File: src/rtl/sbms_pkg.sv
// Package for the shared-buffer multi-stack block: widths, codes and item types.
// No dependencies; imported by every RTL file of the block.
`timescale 1ns / 1ps

package sbms_pkg;

    localparam int VALUE_W     = 32;
    localparam int SID_W       = 2;
    localparam int QUEUE_DEPTH = 2;
    localparam int QPTR_W      = $clog2(QUEUE_DEPTH);

    // operation input codes
    localparam logic OP_PUSH = 1'b0;
    localparam logic OP_POP  = 1'b1;

    // command after classification by the front part
    typedef enum logic [1:0] {
        CMD_PUSH,
        CMD_POP,
        CMD_PUSH_REJECT,
        CMD_POP_REJECT
    } cmd_t;

    typedef enum logic [1:0] {
        ST_DONE      = 2'd0,
        ST_OVERFLOW  = 2'd1,
        ST_UNDERFLOW = 2'd2
    } status_t;

    typedef enum logic [1:0] {
        BS_IDLE,
        BS_LINK,
        BS_EXEC
    } back_state_t;

    typedef struct packed {
        cmd_t               cmd;
        logic [SID_W-1:0]   sid;
        logic [VALUE_W-1:0] value;
    } item_t;

    // one beat offered between two parts
    typedef struct packed {
        logic  valid;
        item_t item;
    } beat_t;

endpackage

File: src/rtl/sbms_front.sv
// Front part: takes command beats, classifies them and holds one for the queue.
// Depends on sbms_pkg.
`timescale 1ns / 1ps

module sbms_front #(
    parameter int NUM_STACKS = 4
) (
    input  logic                          clk,
    input  logic                          rst_n,
    input  logic                          start,
    output logic                          busy,
    input  logic                          operation,
    input  logic [sbms_pkg::SID_W-1:0]    stack_id,
    input  logic signed [sbms_pkg::VALUE_W-1:0] push_value,
    output sbms_pkg::beat_t               out_beat,
    input  logic                          out_ready
);
    import sbms_pkg::*;

    logic  vld_reg;
    logic  vld_next;
    item_t item_reg;
    item_t item_next;
    logic  valid_stack;
    logic  take;
    cmd_t  cmd;

    always_comb
    begin
        valid_stack = (int'(stack_id) < NUM_STACKS);
        if (operation == OP_PUSH)
        begin
            cmd = valid_stack ? CMD_PUSH : CMD_PUSH_REJECT;
        end
        else
        begin
            cmd = valid_stack ? CMD_POP : CMD_POP_REJECT;
        end
    end

    assign busy = vld_reg && !out_ready;
    assign take = start && !busy;

    always_comb
    begin
        vld_next  = take ? 1'b1 : (vld_reg && !out_ready);
        item_next = item_reg;
        if (take)
        begin
            item_next.cmd   = cmd;
            item_next.sid   = stack_id;
            item_next.value = push_value;
        end
    end

    always_ff @(posedge clk or negedge rst_n)
    begin
        if (!rst_n)
        begin
            vld_reg <= 1'b0;
        end
        else
        begin
            vld_reg <= vld_next;
        end
    end

    always_ff @(posedge clk)
    begin
        item_reg <= item_next;
    end

    assign out_beat.valid = vld_reg;
    assign out_beat.item  = item_reg;

endmodule

File: src/rtl/sbms_queue.sv
// Short command queue between the front and back parts.
// Depends on sbms_pkg.
`timescale 1ns / 1ps

module sbms_queue (
    input  logic            clk,
    input  logic            rst_n,
    input  sbms_pkg::beat_t in_beat,
    output logic            in_ready,
    output sbms_pkg::beat_t out_beat,
    input  logic            out_take
);
    import sbms_pkg::*;

    item_t             entry_reg [QUEUE_DEPTH];
    logic [QPTR_W-1:0] wr_ptr_reg;
    logic [QPTR_W-1:0] wr_ptr_next;
    logic [QPTR_W-1:0] rd_ptr_reg;
    logic [QPTR_W-1:0] rd_ptr_next;
    logic [QPTR_W:0]   count_reg;
    logic [QPTR_W:0]   count_next;
    logic              push;
    logic              pop;

    assign in_ready = (count_reg != (QPTR_W + 1)'(QUEUE_DEPTH));
    assign push     = in_beat.valid && in_ready;
    assign pop      = out_take && (count_reg != '0);

    always_comb
    begin
        wr_ptr_next = wr_ptr_reg;
        rd_ptr_next = rd_ptr_reg;
        count_next  = count_reg;
        if (push)
        begin
            wr_ptr_next = (wr_ptr_reg == QPTR_W'(QUEUE_DEPTH - 1)) ? '0 : wr_ptr_reg + 1'b1;
        end
        if (pop)
        begin
            rd_ptr_next = (rd_ptr_reg == QPTR_W'(QUEUE_DEPTH - 1)) ? '0 : rd_ptr_reg + 1'b1;
        end
        if (push && !pop)
        begin
            count_next = count_reg + 1'b1;
        end
        else if (pop && !push)
        begin
            count_next = count_reg - 1'b1;
        end
    end

    always_ff @(posedge clk or negedge rst_n)
    begin
        if (!rst_n)
        begin
            wr_ptr_reg <= '0;
            rd_ptr_reg <= '0;
            count_reg  <= '0;
        end
        else
        begin
            wr_ptr_reg <= wr_ptr_next;
            rd_ptr_reg <= rd_ptr_next;
            count_reg  <= count_next;
        end
    end

    always_ff @(posedge clk)
    begin
        if (push)
        begin
            entry_reg[wr_ptr_reg] <= in_beat.item;
        end
    end

    assign out_beat.valid = (count_reg != '0);
    assign out_beat.item  = entry_reg[rd_ptr_reg];

endmodule

File: src/rtl/sbms_back.sv
// Back part: slot, link and head memories, free list and result register.
// Depends on sbms_pkg.
`timescale 1ns / 1ps

module sbms_back #(
    parameter int NUM_STACKS = 4,
    parameter int NUM_SLOTS  = 16
) (
    input  logic                                clk,
    input  logic                                rst_n,
    input  sbms_pkg::beat_t                     in_beat,
    output logic                                in_take,
    output logic                                done,
    output logic signed [sbms_pkg::VALUE_W-1:0] pop_value,
    output logic [1:0]                          status,
    output logic                                pool_full,
    output logic                                stack_empty
);
    import sbms_pkg::*;

    localparam int SW = (NUM_STACKS > 1) ? $clog2(NUM_STACKS) : 1;
    localparam int IW = $clog2(NUM_SLOTS);
    localparam int LW = $clog2(NUM_SLOTS + 1);
    localparam logic [LW-1:0] LINK_NULL = LW'(NUM_SLOTS);

    logic [VALUE_W-1:0] values_mem [NUM_SLOTS];
    logic [LW-1:0]      links_mem  [NUM_SLOTS];
    logic [LW-1:0]      heads_mem  [NUM_STACKS];

    back_state_t        state_reg;
    back_state_t        state_next;
    item_t              cur_reg;
    item_t              cur_next;
    logic [LW-1:0]      free_head_reg;
    logic [LW-1:0]      free_head_next;
    logic [LW-1:0]      wm_reg;          // slots at or above this were never taken
    logic [LW-1:0]      wm_next;
    logic [NUM_STACKS-1:0] head_vld_reg;
    logic [NUM_STACKS-1:0] head_vld_next;
    logic [LW-1:0]      head_rd_reg;
    logic               head_rd_vld_reg;
    logic [LW-1:0]      link_rd_reg;
    logic [VALUE_W-1:0] value_rd_reg;

    logic               done_reg;
    logic               done_next;
    logic [VALUE_W-1:0] pop_value_reg;
    logic [VALUE_W-1:0] pop_value_next;
    status_t            status_reg;
    status_t            status_next;
    logic               pool_full_reg;
    logic               pool_full_next;
    logic               stack_empty_reg;
    logic               stack_empty_next;

    logic [LW-1:0]      head_eff;
    logic               head_null;
    logic               free_null;
    logic [SW-1:0]      head_raddr;
    logic [SW-1:0]      cur_sid;
    logic [IW-1:0]      link_raddr;
    logic [IW-1:0]      value_raddr;
    logic               head_we;
    logic [LW-1:0]      head_wdata;
    logic               link_we;
    logic [IW-1:0]      link_waddr;
    logic [LW-1:0]      link_wdata;
    logic               value_we;
    logic [LW-1:0]      next_free;

    assign head_eff    = head_rd_vld_reg ? head_rd_reg : LINK_NULL;
    assign head_null   = (head_eff >= LINK_NULL);
    assign free_null   = (free_head_reg >= LINK_NULL);
    assign head_raddr  = SW'(in_beat.item.sid);
    assign cur_sid     = SW'(cur_reg.sid);
    assign link_raddr  = (state_reg == BS_IDLE) ? IW'(free_head_reg) : IW'(head_eff);
    assign value_raddr = IW'(head_eff);

    always_comb
    begin
        state_next       = state_reg;
        in_take          = 1'b0;
        cur_next         = cur_reg;
        free_head_next   = free_head_reg;
        wm_next          = wm_reg;
        head_vld_next    = head_vld_reg;
        head_we          = 1'b0;
        head_wdata       = free_head_reg;
        link_we          = 1'b0;
        link_waddr       = IW'(free_head_reg);
        link_wdata       = head_eff;
        value_we         = 1'b0;
        next_free        = link_rd_reg;
        done_next        = 1'b0;
        pop_value_next   = '0;
        status_next      = ST_DONE;
        pool_full_next   = free_null;
        stack_empty_next = 1'b1;

        case (state_reg)
            BS_IDLE:
            begin
                if (in_beat.valid)
                begin
                    in_take    = 1'b1;
                    cur_next   = in_beat.item;
                    state_next = (in_beat.item.cmd == CMD_POP) ? BS_LINK : BS_EXEC;
                end
            end
            BS_LINK:
            begin
                state_next = BS_EXEC;
            end
            BS_EXEC:
            begin
                state_next = BS_IDLE;
                done_next  = 1'b1;
                case (cur_reg.cmd)
                    CMD_PUSH:
                    begin
                        if (free_null)
                        begin
                            status_next      = ST_OVERFLOW;
                            stack_empty_next = head_null;
                        end
                        else
                        begin
                            // untouched slots chain in index order
                            if (free_head_reg == wm_reg)
                            begin
                                next_free = free_head_reg + LW'(1);
                                wm_next   = wm_reg + LW'(1);
                            end
                            link_we                = 1'b1;
                            link_waddr             = IW'(free_head_reg);
                            link_wdata             = head_eff;
                            head_we                = 1'b1;
                            head_wdata             = free_head_reg;
                            head_vld_next[cur_sid] = 1'b1;
                            value_we               = 1'b1;
                            free_head_next         = next_free;
                            pool_full_next         = (next_free >= LINK_NULL);
                            stack_empty_next       = 1'b0;
                        end
                    end
                    CMD_POP:
                    begin
                        if (head_null)
                        begin
                            status_next = ST_UNDERFLOW;
                        end
                        else
                        begin
                            link_we          = 1'b1;
                            link_waddr       = IW'(head_eff);
                            link_wdata       = free_head_reg;
                            head_we          = 1'b1;
                            head_wdata       = link_rd_reg;
                            free_head_next   = head_eff;
                            pop_value_next   = value_rd_reg;
                            pool_full_next   = 1'b0;
                            stack_empty_next = (link_rd_reg >= LINK_NULL);
                        end
                    end
                    CMD_PUSH_REJECT:
                    begin
                        status_next = ST_OVERFLOW;
                    end
                    CMD_POP_REJECT:
                    begin
                        status_next = ST_UNDERFLOW;
                    end
                    default:
                    begin
                        status_next = ST_UNDERFLOW;
                    end
                endcase
            end
            default:
            begin
                state_next = BS_IDLE;
            end
        endcase
    end

    always_ff @(posedge clk or negedge rst_n)
    begin
        if (!rst_n)
        begin
            state_reg       <= BS_IDLE;
            free_head_reg   <= '0;
            wm_reg          <= '0;
            head_vld_reg    <= '0;
            head_rd_vld_reg <= 1'b0;
            done_reg        <= 1'b0;
        end
        else
        begin
            state_reg     <= state_next;
            free_head_reg <= free_head_next;
            wm_reg        <= wm_next;
            head_vld_reg  <= head_vld_next;
            done_reg      <= done_next;
            if (in_take)
            begin
                head_rd_vld_reg <= head_vld_reg[head_raddr];
            end
        end
    end

    always_ff @(posedge clk)
    begin
        cur_reg <= cur_next;
        if (state_reg == BS_EXEC)
        begin
            pop_value_reg   <= pop_value_next;
            status_reg      <= status_next;
            pool_full_reg   <= pool_full_next;
            stack_empty_reg <= stack_empty_next;
        end
    end

    // stack head memory
    always_ff @(posedge clk)
    begin
        if (head_we)
        begin
            heads_mem[cur_sid] <= head_wdata;
        end
        if (in_take)
        begin
            head_rd_reg <= heads_mem[head_raddr];
        end
    end

    // link memory
    always_ff @(posedge clk)
    begin
        if (link_we)
        begin
            links_mem[link_waddr] <= link_wdata;
        end
        link_rd_reg <= links_mem[link_raddr];
    end

    // value memory
    always_ff @(posedge clk)
    begin
        if (value_we)
        begin
            values_mem[IW'(free_head_reg)] <= cur_reg.value;
        end
        value_rd_reg <= values_mem[value_raddr];
    end

    assign done        = done_reg;
    assign pop_value   = pop_value_reg;
    assign status      = status_reg;
    assign pool_full   = pool_full_reg;
    assign stack_empty = stack_empty_reg;

endmodule

File: src/rtl/shared_buffer_multi_stack.sv
// Top level of the shared-buffer multi-stack: front, queue and back parts.
// Depends on sbms_pkg, sbms_front, sbms_queue and sbms_back.
`timescale 1ns / 1ps

// NUM_STACKS LIFO stacks share one pool of NUM_SLOTS value slots.
// Command channel: a beat (operation, stack_id, push_value) is taken at a
//   rising edge with start high and busy low. busy rises only when the
//   front register and the two-entry queue behind it are all occupied.
// Result channel: done is high for exactly one cycle with pop_value,
//   status, pool_full and stack_empty; one result per command, in order.
//   The receiver cannot stall, so results never wait.
// Back part: takes a new command only when idle; a push or a rejected
//   command then executes, while a pop first reads the head, then the link
//   and value, then writes back, since its memories have registered reads.
// Reset: the free list starts at slot 0, every stack empty. Link memory
//   needs no clearing pass; a watermark marks slots never taken, which
//   chain in index order. Slot values are undefined until written.
module shared_buffer_multi_stack #(
    parameter int NUM_STACKS = 4,
    parameter int NUM_SLOTS  = 16
) (
    input  logic                                clk,
    input  logic                                rst_n,
    input  logic                                start,
    output logic                                busy,
    input  logic                                operation,
    input  logic [sbms_pkg::SID_W-1:0]          stack_id,
    input  logic signed [sbms_pkg::VALUE_W-1:0] push_value,
    output logic                                done,
    output logic signed [sbms_pkg::VALUE_W-1:0] pop_value,
    output logic [1:0]                          status,
    output logic                                pool_full,
    output logic                                stack_empty
);
    import sbms_pkg::*;

    beat_t front_beat;   // classified command waiting for the queue
    beat_t queue_beat;   // oldest queued command
    logic  queue_ready;
    logic  back_take;

    // classification: bad stack ids become reject commands here
    sbms_front #(
        .NUM_STACKS (NUM_STACKS)
    ) u_front (
        .clk        (clk),
        .rst_n      (rst_n),
        .start      (start),
        .busy       (busy),
        .operation  (operation),
        .stack_id   (stack_id),
        .push_value (push_value),
        .out_beat   (front_beat),
        .out_ready  (queue_ready)
    );

    sbms_queue u_queue (
        .clk      (clk),
        .rst_n    (rst_n),
        .in_beat  (front_beat),
        .in_ready (queue_ready),
        .out_beat (queue_beat),
        .out_take (back_take)
    );

    // execution: free list, links, heads and values
    sbms_back #(
        .NUM_STACKS (NUM_STACKS),
        .NUM_SLOTS  (NUM_SLOTS)
    ) u_back (
        .clk         (clk),
        .rst_n       (rst_n),
        .in_beat     (queue_beat),
        .in_take     (back_take),
        .done        (done),
        .pop_value   (pop_value),
        .status      (status),
        .pool_full   (pool_full),
        .stack_empty (stack_empty)
    );

endmodule

File: config.mk
export PLATFORM = sky130hd
export DESIGN_NAME = shared_buffer_multi_stack
export DESIGN_NICKNAME = d
export VERILOG_FILES = /design/src/rtl/sbms_pkg.sv /design/src/rtl/sbms_front.sv /design/src/rtl/sbms_queue.sv /design/src/rtl/sbms_back.sv /design/src/rtl/shared_buffer_multi_stack.sv
export SDC_FILE = /design/constraint.sdc
export NUM_CORES = 1
export LEC_CHECK = 0
export BUFFER_PORTS_ARGS = -buffer_cell sky130_fd_sc_hd__buf_2
export CAP_MARGIN = 40
export CORE_ASPECT_RATIO = 1.1
export CORE_UTILIZATION = 52
export DETAILED_ROUTE_END_ITERATION = 8
export GPL_TIMING_DRIVEN = 0
export PLACE_DENSITY = 0.68
export SKIP_CTS_REPAIR_TIMING = 1
export SYNTH_ARGS = -nofsm -noshare
export SYNTH_HDL_FRONTEND = slang
export SYNTH_HIERARCHICAL = 1
export SYNTH_SLANG_ARGS = --single-unit
File: constraint.sdc
create_clock -name clk -period 5.2 [get_ports clk]
set_clock_uncertainty 0.1 [all_clocks]
set_input_delay 1.04 -clock clk [delete_from_list [all_inputs] [get_ports clk]]
set_output_delay 1.04 -clock clk [all_outputs]
set_load 0.02 [all_outputs]
== Word-level counts from Yosys, hierarchy flattened ==
Memories as Yosys holds them, arrays and structs flattened. A register that Yosys moved wholly into a read port is not among the register bits.
Index checks and enable logic that the tools add are counted.
Storage, ports and cells
  bits in registers: 131
  bits in writable memories: 684
  bits of input ports: 38
  output and inout port bits: 38
  logic and storage cells: 127
  memories kept: 4
Memory list
  u_back.values_mem: words 16, width 32, read ports 1, clocked after memory_dff 1, wr ports 1, RTL line sbms_back.sv:26  | logic [VALUE_W-1:0] values_mem [NUM_SLOTS];
  u_back.links_mem: words 16, width 5, read ports 1, clocked after memory_dff 1, wr ports 1, RTL line sbms_back.sv:27  | logic [LW-1:0] links_mem [NUM_SLOTS];
  u_queue.entry_reg: words 2, width 36, read ports 1, clocked after memory_dff 0, wr ports 1, RTL line sbms_queue.sv:15  | item_t entry_reg [QUEUE_DEPTH];
  u_back.heads_mem: words 4, width 5, read ports 1, clocked after memory_dff 1, wr ports 1, RTL line sbms_back.sv:28  | logic [LW-1:0] heads_mem [NUM_STACKS];
Operators by class
  $add $sub $neg: 6
  magnitude comparators: 7
  equal/unequal tests: 11
  multiplexer cells: 55
  bitwise operators: 3
  reduce and logical (&&, ||, !) cells: 21
Operators with widths (number)
  $mux W5: 13
  $mux W1: 25
  $ge A5 B5 Y1 const B: 4
  $mux W4: 4
  $add A5 B1 Y5 const B: 2
  $mux W2: 5
  $pmux W5 S2: 1
  $ne A2 B2 Y1 const B: 4
  $pmux W2 S4: 1
  $reduce_and A4 Y1: 2
  $logic_and A1 B1 Y1: 7
  $eq A2 B1 Y1 const B: 3
  $eq A2 B2 Y1 const B: 3
  $lt A2 B3 Y1 const B: 2
  $pmux W1 S2: 3
  $reduce_bool A2 Y1: 3
  $eq A5 B5 Y1: 1
  $logic_not A1 Y1: 4
  $logic_not A2 Y1: 2
  $or A4 B4 Y4: 1
  $pmux W2 S2: 1
  $reduce_and A3 Y1: 1
  $add A1 B1 Y1 const B: 2
  $add A2 B1 Y2 const B: 1
  other kinds (7): 8

== Depth between registers and ports, before layout ==
Gate-level depths: netlist of the first run.
  depth after elaboration: 8
  mapped depth: 9
  depth with buffers taken out: 8

== Cells and area by module ==
Netlist of the first run, hierarchy kept.
Modules (own cells, without submodules)
  sbms_back: instances 1, cells an instance 1652, area an instance 28656.2 sq um, seq. area each 21881.0 sq um
  sbms_queue: instances 1, cells an instance 130, area an instance 2941.6 sq um, seq. area each 2262.2 sq um
  sbms_front: instances 1, cells an instance 43, area an instance 1127.3 sq um, seq. area each 1076.0 sq um

== Least setup slack after synthesis of the first run ==
Ideal clock, no wire load.
  path type: register to register
  start: reg u_back.state_reg[0]
  end: mem u_back.values_mem[3][0], enable pin
  library setup time: 0.392 ns
  arrival time: 2.248 ns
  data required time: 4.708 ns
  setup slack: 2.459 ns
  stages on the path, launching flop included: 6
  buffers on the path: 2
  clock period less this slack: 2.741 ns
  cells stage by stage: dfrtp_1 -> nand2b_1 -> nor4_1 -> clkbuf_1 -> clkbuf_1 -> and3_1
Between the ends
  word-level cells in the longest chain between the ends: 4
Ends and longest elaborated chain
  start: declaration: RTL line sbms_back.sv:30  | back_state_t state_reg;
  start signal: assignment: RTL line sbms_back.sv:199  | state_reg <= state_next;
  $eq A2 B2 Y1: RTL line sbms_back.sv:100  | case (state_reg)
  $mux W1: RTL line sbms_back.sv:100
  $mux W1: RTL line sbms_back.sv:249  | if (value_we)
  $mux W1 (implied by the code): RTL line sbms_back.sv:251  | values_mem[IW'(free_head_reg)] <= cur_reg.value;
  end: declaration: RTL line sbms_back.sv:26
No other way between the ends.

== Worst setup path in the final report of the first run ==
  start: reg u_back.head_rd_vld_reg
  end: mem u_back/links_mem[3][3] (netlist bit), data pin
Between the ends
  word-level cells in the longest chain between the ends: 5
Ends and longest elaborated chain
  start: declaration: RTL line sbms_back.sv:41  | logic head_rd_vld_reg;
  start signal: assignment: RTL line sbms_back.sv:206  | head_rd_vld_reg <= head_vld_reg[head_raddr];
  $mux W5 *: RTL line sbms_back.sv:71  | assign head_eff = head_rd_vld_reg ? head_rd_reg : LINK_NULL;
  $ge A5 B5 Y1: RTL line sbms_back.sv:72  | assign head_null = (head_eff >= LINK_NULL);
  $mux W5: RTL line sbms_back.sv:148  | if (head_null)
  $mux W5
  $mux W5 *: RTL line sbms_back.sv:100
  named net u_back.link_wdata[3]: RTL line sbms_back.sv:67  | logic [LW-1:0] link_wdata;
  end: declaration: RTL line sbms_back.sv:27
Mark *: on every way through the listed nets, which the timed path passes. The rest lies on a longest branch.

==> out/qor.csv, run 1 <==
metric,value,unit
global router's overall resource usage,24.2,%
placed instance count,2760,
Final Slew Violations,0,
routed len/inst,26.1,um
WP data arrival,3.85,ns
# port buffers,75,
Design Power,22600,uW
required time worst endpoint,5.46,ns
max reg flops,512,
clk slew on worst S/H paths,0.06,ns
core area,62300,um^2
Tcrit/Tclk final,69.0,%
reg-to-reg endpoint,u_back/links_mem[3][3]$_DFFE_PP_,
largest cells by area after synthesis,"edfxtp_1, mux2_2, mux2i_1, dfxtp_1, a221o_1",
Post-synth EDFFs,796,
CP Launch Type,flop,
Die W,241,um
final WL,76300,um
share of layout cells above drive strength 1,24.1,%
drt first-iter violations,1752,
minimum clock period,3.59,ns
Leak Pwr,0.0129,uW
initial antenna violation count,1,
largest net degree at the start of global routing,36,
Mapped Nets,1869,
detailed-placement wirelength estimate,48700,um
Cells after Synth,1825,
"Top FF cell, synth",edfxtp_1,
drt pass-1 iters,5,
synthesized flop and latch total,856,
setup tns final,0,ns
GP Congestion,0.878,
Max VDD drop,0.000435,V
RR Startpoint,u_back/head_rd_vld_reg$_DFFE_PN0P_,
Max-slew headroom,37.3,%
Final Hold Viols,0,
Root Buffer,clkbuf_16,
clock sink total,856,
Initial Util,52.5,%
Max Cap Viol,0,
Post-route DRC,0,
ys async rst share,2.69,%
total gr overflow,0,
number of global-route vias before repair,17487,
Yosys warnings,6,
final critical-path setup slack,1.61,ns
flop-to-flop setup slack,1.61,ns
worst-case reg-to-reg path depth,6,
Worst-Margin Slew,0.940,ns
post-synth top area share,73.0,%
"Clk Latency, worst-skew pair",0.63,ns
Pwr Density,605,nW/um^2
Max Freq,279,MHz
Vert. Die Dim,265,um
cell taking the most area after synthesis,edfxtp_1,
CP Max Fanout,10,
distinct cell type count after synthesis,59,
WS Path Type,flop to flop,
Vias,17579,
Final ANT Viol Nets,0,
Min-Delay Path Class,primary input to asynchronous set/reset pin,
Bufs on Longest Clock Path,3,
number of diodes,0,
Setup crit end kind,flop,
DR vias/cell,6.02,
status,finished clean,
hold_ws,0.314,ns
TritonCTS clock tree,done,
Layout area overhead,14.2,%
I/O pin total,76,
register area share after synthesis,77.1,%
RSZ-0062 raised after global routing,no,
NumNets Final,2058,
Die ar.,63900,um^2
first-pass GRT wire length,112000,um
CTS buffer count,83,
synthesized area,32700,um^2
final setup vio count,0,
Non-Filler Instances,2918,
# rows,96,
syn avg cell area,17.9,um^2
pre-CTS setup slack,1.80,ns
Clock H-tree levels,3,
Yosys cell counts (all sizes together), types with 8 or more instances:
cell type,n
dfxtp,37
and3,20
nand2b,8
nor3,13
a221o,62
nand3,10
buf,35
nand2,95
o32ai,32
inv,9
mux2,199
and2,41
a221oi,31
clkbuf,75
dfrtp,23
xnor2,10
o21ai,46
a22oi,31
mux2i,84
edfxtp,796
nor2,33
a21oi,80
stage by stage:
stage          instance area, um^2  util, %
2_1_floorplan                32700        -
3_3_place_gp                 34100     54.8
3_5_place_dp                 34700     55.6
4_1_cts                      37400     59.9
5_1_grt                      37400     60.0
6_report                     37400     60.0
layer usage:
layer,share of wire [%],GRT usage [%]
met3,8.2,4.31
met2,48,39.5
met1,40,32.7
met5,0,0
met4,3.1,8.76
critical path, cell delays in order (launching register included):
cell and delay (ns):
dfrtp_1 0.48, buf_2 0.26, nand2_1 0.39, clkbuf_1 0.71, clkbuf_1 0.64, o21ai_0 0.44, buf_2 0.29
worst max-delay path by stage:
stage,startpoint,end,slack [ns],cells past startpoint
floorplan,u_back/state_reg[0]$_DFFE_PN0P_,u_back/values_mem[3][0]$_DFFE_PP_,2.46,5
global placement,u_back/state_reg[0]$_DFFE_PN0P_,u_back/values_mem[6][16]$_DFFE_PP_,1.03,5
detailed placement,u_back/head_rd_vld_reg$_DFFE_PN0P_,u_back/links_mem[3][3]$_DFFE_PP_,1.80,6
CTS,u_back/head_rd_vld_reg$_DFFE_PN0P_,u_back/links_mem[10][3]$_DFFE_PP_,1.77,6
global route,u_back/head_rd_vld_reg$_DFFE_PN0P_,u_back/links_mem[4][3]$_DFFE_PP_,1.60,6
finish,u_back/head_rd_vld_reg$_DFFE_PN0P_,u_back/links_mem[3][3]$_DFFE_PP_,1.61,6
power by group:
| group | internal [uW] | switching [uW] | total [uW] |
|---|---|---|---|
| clock network | 3400 | 2500 | 5910 |
| registers | 9380 | 837 | 10200 |
| logic | 2340 | 4140 | 6480 |
| total | 15100 | 7480 | 22600 |
cell families (layout without fill, tap and decap cells):
logic type                 count (synthesis)  after routing  synth area share, %
xor gates and xnor gates                  16             16                0.428
adders and majority gates                  6              6                0.229
AOI/OAI and AO/OA                        304            304                 6.83
and+or+nand+nor                          233            233                 3.46
muxes                                    290            290                 10.2
buffers and inverters                    119            379                 1.75
other                                      1              1               0.0115
DFF                                      856            856                 77.1
cells in the final DEF (no fill, tap or decap), types with 11 or more instances in the layout:
master	count
a22oi_1	31
clkbuf_16	86
nor2_1	32
clkbuf_1	87
dfrtp_1	23
and2_1	36
mux2_2	170
buf_2	94
nand2_1	95
mux2_4	29
clkinv_2	15
edfxtp_1	796
buf_12	22
clkinv_1	17
a221o_1	62
dfxtp_1	37
a21oi_1	78
mux2i_1	84
and3_2	13
o21ai_0	37
a221oi_1	31
o32ai_1	32
nor3_1	11
area by class of cell:
| type | instances | area, um^2 |
|---|---|---|
| fill | 4512 | 25000 |
| clock inverter | 48 | 399 |
| clock buffer | 108 | 2310 |
| tap | 833 | 1040 |
| buffer | 110 | 539 |
| sequential | 856 | 25200 |
| inverter | 9 | 33.8 |
| multi-input combinational | 850 | 6960 |
| timing repair buffer | 104 | 877 |
No activity file was read; power rests on OpenSTA's default activity.
==> run 2, diff against run 1 <==
Settings changed: ABC_AREA set to 1.
Clock period 5.2 ns to 3.5 ns, I/O delays scaled along.
==> out/qor.csv, run 2 <==
metric,value,unit
status,"complete, but fails checks",
violated checks,negative hold slack,
Max Cap Viol,0,
Design Power,36000,uW
Initial Util,52.9,%
Multi-input gate area,6860,um^2
Vert. Die Dim,267,um
most frequent CP cell,nor2_4,
Pwr Density,943,nW/um^2
Vias,20828,
most common cell in the netlist,edfxtp_1,
synthesized flop and latch total,856,
WP depth,7,
CP cell instances,"inv_1, nor2_4, inv_1, nor2_4, nand2_1, nor2_4, buf_16",
synthesized area,33200,um^2
total gr overflow,0,
met1 GRT Util,34.1,%
drt pass-1 iters,5,
GRT busiest layer,met2,
RR Startpoint,u_back/state_reg[1]$_DFFE_PN0P_,
max reg flops,512,
most frequent cells in the layout,"edfxtp_1, nor2_1, nand2_1",
Max Freq,304,MHz
Post-route DRC,0,
clock sink total,856,
design area,38100,um^2
Root Buffer,clkbuf_16,
global router's overall resource usage,25.3,%
Layout area overhead,14.9,%
peak per-stage delay on the critical path,0.68,ns
core area,62700,um^2
routed len/inst,22.3,um
post-synth top area share,72.0,%
CP Max Fanout,18,
Tcrit/Tclk final,93.8,%
final WL,81200,um
Final Slew Violations,0,
clk slew on worst S/H paths,0.07,ns
CP Launch Point,u_back/state_reg[1]$_DFFE_PN0P_,
synth cell count leaders,"edfxtp_1, nor2_1, nand2_1",
Final Util,60.8,%
hold_ws,-0.00828,ns
"Top FF cell, synth",edfxtp_1,
share of layout cells above drive strength 1,12.9,%
Clock H-tree levels,3,
register area share after synthesis,76.0,%
Yosys warnings,6,
slowest CP cell,nor2_4,
Cells after Synth,2561,
I/O pin total,76,
worst-case reg-to-reg path depth,7,
drt first-iter violations,2531,
CTS buffer count,82,
cell taking the most area after synthesis,edfxtp_1,
Max-slew headroom,39.5,%
met3 Use GR,3.53,%
WS Path Type,flop to flop,
initial antenna violation count,0,
fill count,4792,
Final ANT Viol Nets,0,
"Clk Latency, worst-skew pair",0.64,ns
Die W,243,um
TritonCTS clock tree,done,
Setup crit end kind,flop,
Crit path max-delay family,simple AND/OR/NAND/NOR gates,
number of diodes,0,
GP Congestion,0.871,
distinct cell type count after synthesis,40,
GR Util met2,42.2,%
Bufs on Longest Clock Path,3,
Leak Pwr,0.0137,uW
RSZ-0062 raised after global routing,no,
largest cells by area after synthesis,"edfxtp_1, nor2_1, o21ai_0, nand2_1, o211ai_1",
"most common cell after layout, fill and taps aside",edfxtp_1,
required time worst endpoint,3.72,ns
FF+latch area,25200,um^2
Final Hold Viols,19,
WP data arrival,3.50,ns
number of global-route vias before repair,20459,
Die ar.,64800,um^2
syn avg cell area,13.0,um^2
Worst-Margin Slew,0.901,ns
critical path buffer and inverter count,3,
Post-synth EDFFs,796,
detailed-placement wirelength estimate,53900,um
final setup vio count,0,
Max VDD drop,0.000539,V
minimum clock period,3.28,ns
NumNets Final,2790,
ys async rst share,2.69,%
first-pass GRT wire length,122000,um
largest net degree at the start of global routing,42,
Mapped Nets,2605,
Placement Cell Area,35300,um^2
Min-Delay Path Class,primary input to asynchronous set/reset pin,
# port buffers,75,
# rows,96,
DR vias/cell,5.71,
CP Launch Type,flop,
run 2: power breakdown:
part | internal, uW | switching, uW | total [uW]
registers | 14000 | 1410 | 15500
clock network | 5510 | 3760 | 9270
logic | 3070 | 8180 | 11200
run 2: cell families (layout without fill, tap and decap cells):
group	Yosys count	count (layout)	synth area share, %
and+or+nand+nor	932	932	11.6
DFF	856	856	76.0
AOI/OAI and AO/OA	468	468	8.14
buffers and inverters	290	544	3.79
xor gates and xnor gates	8	8	0.211
adders and majority gates	6	6	0.226
other	1	1	0.0113
run 2: worst register-to-register path: cells and delay by family (launching register included):
family | cells | cell delay, ns
AND/OR/NAND/NOR | 4 | 1.85
flip-flops | 1 | 0.37
buffers and inverters | 3 | 0.63
run 2: layout make-up:
class / instances / share of cell area [%]
buffer: 137 / 1.79
clock buffer: 108 / 5.88
timing repair buffer: 101 / 2.41
inverter: 153 / 1.51
tap: 833 / 2.73
multi-input combinational: 1415 / 18.0
sequential: 856 / 66.1
clock inverter: 45 / 1.58
run 2: per-stage QoR:
step	std cells	hold slack (ns)	setup WS, ns	setup TNS [ns]
2_1_floorplan	2561	0.304	0.00693	0
3_3_place_gp	3469	0.326	-2.23	-1069.36
3_5_place_dp	3495	0.331	0.224	0
4_1_cts	3648	-0.0188	0.208	0
5_1_grt	3648	0.0242	0.0744	0
6_report	3648	-0.00828	0.216	0
run 2: per-layer routing:
| layer | wire [um] | part of all wire (%) | vias to the layer above |
|---|---|---|---|
| li1 | - | - | 9475 |
| met3 | 7250 | 8.9 | 148 |
| met4 | 2130 | 2.6 | 0 |
| met1 | 32000 | 39 | 10199 |
| met5 | 0 | 0 | - |
| met2 | 39800 | 49 | 1006 |
run 2: worst paths after layout:
kind | endpoint | slack [ns]
max reg2reg | u_back/values_mem[12][22]$_DFFE_PP_ | 0.22
max | u_back/values_mem[12][22]$_DFFE_PP_ | 0.22
min in group clk | u_front/out_beat[15]$_DFFE_PP_ | 0.14
max in group asynchronous | u_queue/count_reg[1]$_DFFE_PN0P_ | 2.88
min | u_back/wm_reg[3]$_DFFE_PN0P_ | -0.008
min reg2reg | u_queue/entry_reg[0][28]$_DFFE_PP_ | 0.34
==> run 3, diff against run 2 <==
Settings changed: CORE_UTILIZATION 52 to 43, PLACE_DENSITY 0.68 to not set.
==> out/qor.csv, run 3 (synthesis results as in run 2) <==
metric,value,unit
DR vias/cell,5.32,
Layout area overhead,15.4,%
pre-CTS setup slack,0.648,ns
Max Freq,352,MHz
# port buffers,75,
Max VDD drop,0.000561,V
drt first-iter violations,1949,
Worst-Margin Slew,0.930,ns
# rows,106,
Die ar.,78300,um^2
CP Launch Type,flop,
Clock H-tree levels,3,
drt pass-1 iters,5,
most frequent cells in the layout,"edfxtp_1, nor2_1, nand2_1",
final WL,82800,um
Final Util,50.2,%
max reg flops,512,
status,finished clean,
critical path buffer and inverter count,3,
NumNets Final,2796,
"Clk Latency, worst-skew pair",0.64,ns
total gr overflow,0,
required time worst endpoint,3.74,ns
setup tns final,0,ns
minimum clock period,2.84,ns
Vert. Die Dim,293,um
RSZ-0062 raised after global routing,no,
routed len/inst,21.5,um
Vias,20482,
first-pass GRT wire length,124000,um
clock sink total,856,
Initial Util,43.5,%
CP cell instances,"inv_1, nor2_4, inv_1, nor2_4, nand2_1, nor2_4, buf_16",
clk slew on worst S/H paths,0.07,ns
"most common cell after layout, fill and taps aside",edfxtp_1,
Crit path max-delay family,simple AND/OR/NAND/NOR gates,
Max Cap Viol,0,
global router's overall resource usage,21.3,%
Final Slew Violations,0,
final setup vio count,0,
fill count,6501,
placed instance count,3689,
Pwr Density,931,nW/um^2
final critical-path setup slack,0.655,ns
Final Hold Viols,0,
largest net degree at the start of global routing,30,
CP Max Fanout,20,
WS Path Type,flop to flop,
GP Congestion,0.909,
Tcrit/Tclk final,81.3,%
Final ANT Viol Nets,0,
I/O pin total,76,
slowest CP cell,nor2_4,
Die W,267,um
number of diodes,0,
share of layout cells above drive strength 1,12.9,%
Setup crit end kind,flop,
CTS buffer count,86,
Post-route DRC,0,
TritonCTS clock tree,done,
Min-Delay Path Class,primary input to flop,
core area,76300,um^2
Leak Pwr,0.0136,uW
WP data arrival,3.09,ns
Max-slew headroom,38.0,%
detailed-placement wirelength estimate,56500,um
number of global-route vias before repair,20367,
most frequent CP cell,nor2_4,
Non-Filler Instances,3847,
Root Buffer,clkbuf_16,
initial antenna violation count,0,
Bufs on Longest Clock Path,3,
peak per-stage delay on the critical path,0.75,ns
[run 3: routing by layer]
layer  up-vias  share of wire [%]  GRT usage [%]
met1     10078                 40           27.8
met2       747                 49           35.8
met3       155                7.6           3.60
met5         -                  0              0
met4         0                3.0           7.85
li1       9502                  -              -
[run 3: area by class of cell]
class                           count  area, um^2  area share [%]
Sequential cell                   856       25200            65.8
Tap cell                         1026        1280            3.35
Clock inverter                     44         422            1.10
Multi-Input combinational cell   1415        6870            17.9
Clock buffer                      113        2290            5.99
Timing Repair Buffer              103         957            2.50
Inverter                          153         574            1.50
Buffer                            137         684            1.79
[run 3: path summary, 6_finish.rpt]
path,startpoint,to,slack (ns),cells after the start
setup reg to reg,u_back/state_reg[1]$_DFFE_PN0P_,u_back/values_mem[4][15]$_DFFE_PP_,0.66,7
hold / removal,stack_id[1],u_front/out_beat[33]$_DFFE_PP_,0.13,1
setup / recovery,u_back/state_reg[1]$_DFFE_PN0P_,u_back/values_mem[4][15]$_DFFE_PP_,0.66,7
hold reg to reg,u_front/out_beat[12]$_DFFE_PP_,u_queue/entry_reg[0][12]$_DFFE_PP_,0.35,0
max in group asynchronous,rst_n,u_back/free_head_reg[0]$_DFFE_PN0P_,2.38,2
min in group asynchronous,rst_n,u_front/vld_reg$_DFF_PN0_,0.50,2
[run 3: report_power, final]
part           internal [uW]  total (uW)  switching (uW)
combinational           3110       11300            8170
sequential             14000       15500            1450
clock                   5030        8860            3830
total                  22200       35600           13500
[run 3: stage by stage]
stage	power [uW]	hold slack [ns]	cell area (um^2)
final	35600	0.133	38300
after floorplan	21900	0.304	33200
after global routing	37500	0.116	38300
after detailed placement	27000	0.335	35600
after global placement	26300	0.329	34900
after CTS	35800	-0.0512	38300
[run 3: worst reg2reg max path, cell delays in order, from the launching register on]
cell and delay [ns]:
dfrtp_1 0.37, inv_1 0.09, nor2_4 0.28, inv_1 0.20
nor2_4 0.21, nand2_1 0.29, nor2_4 0.75, buf_16 0.24
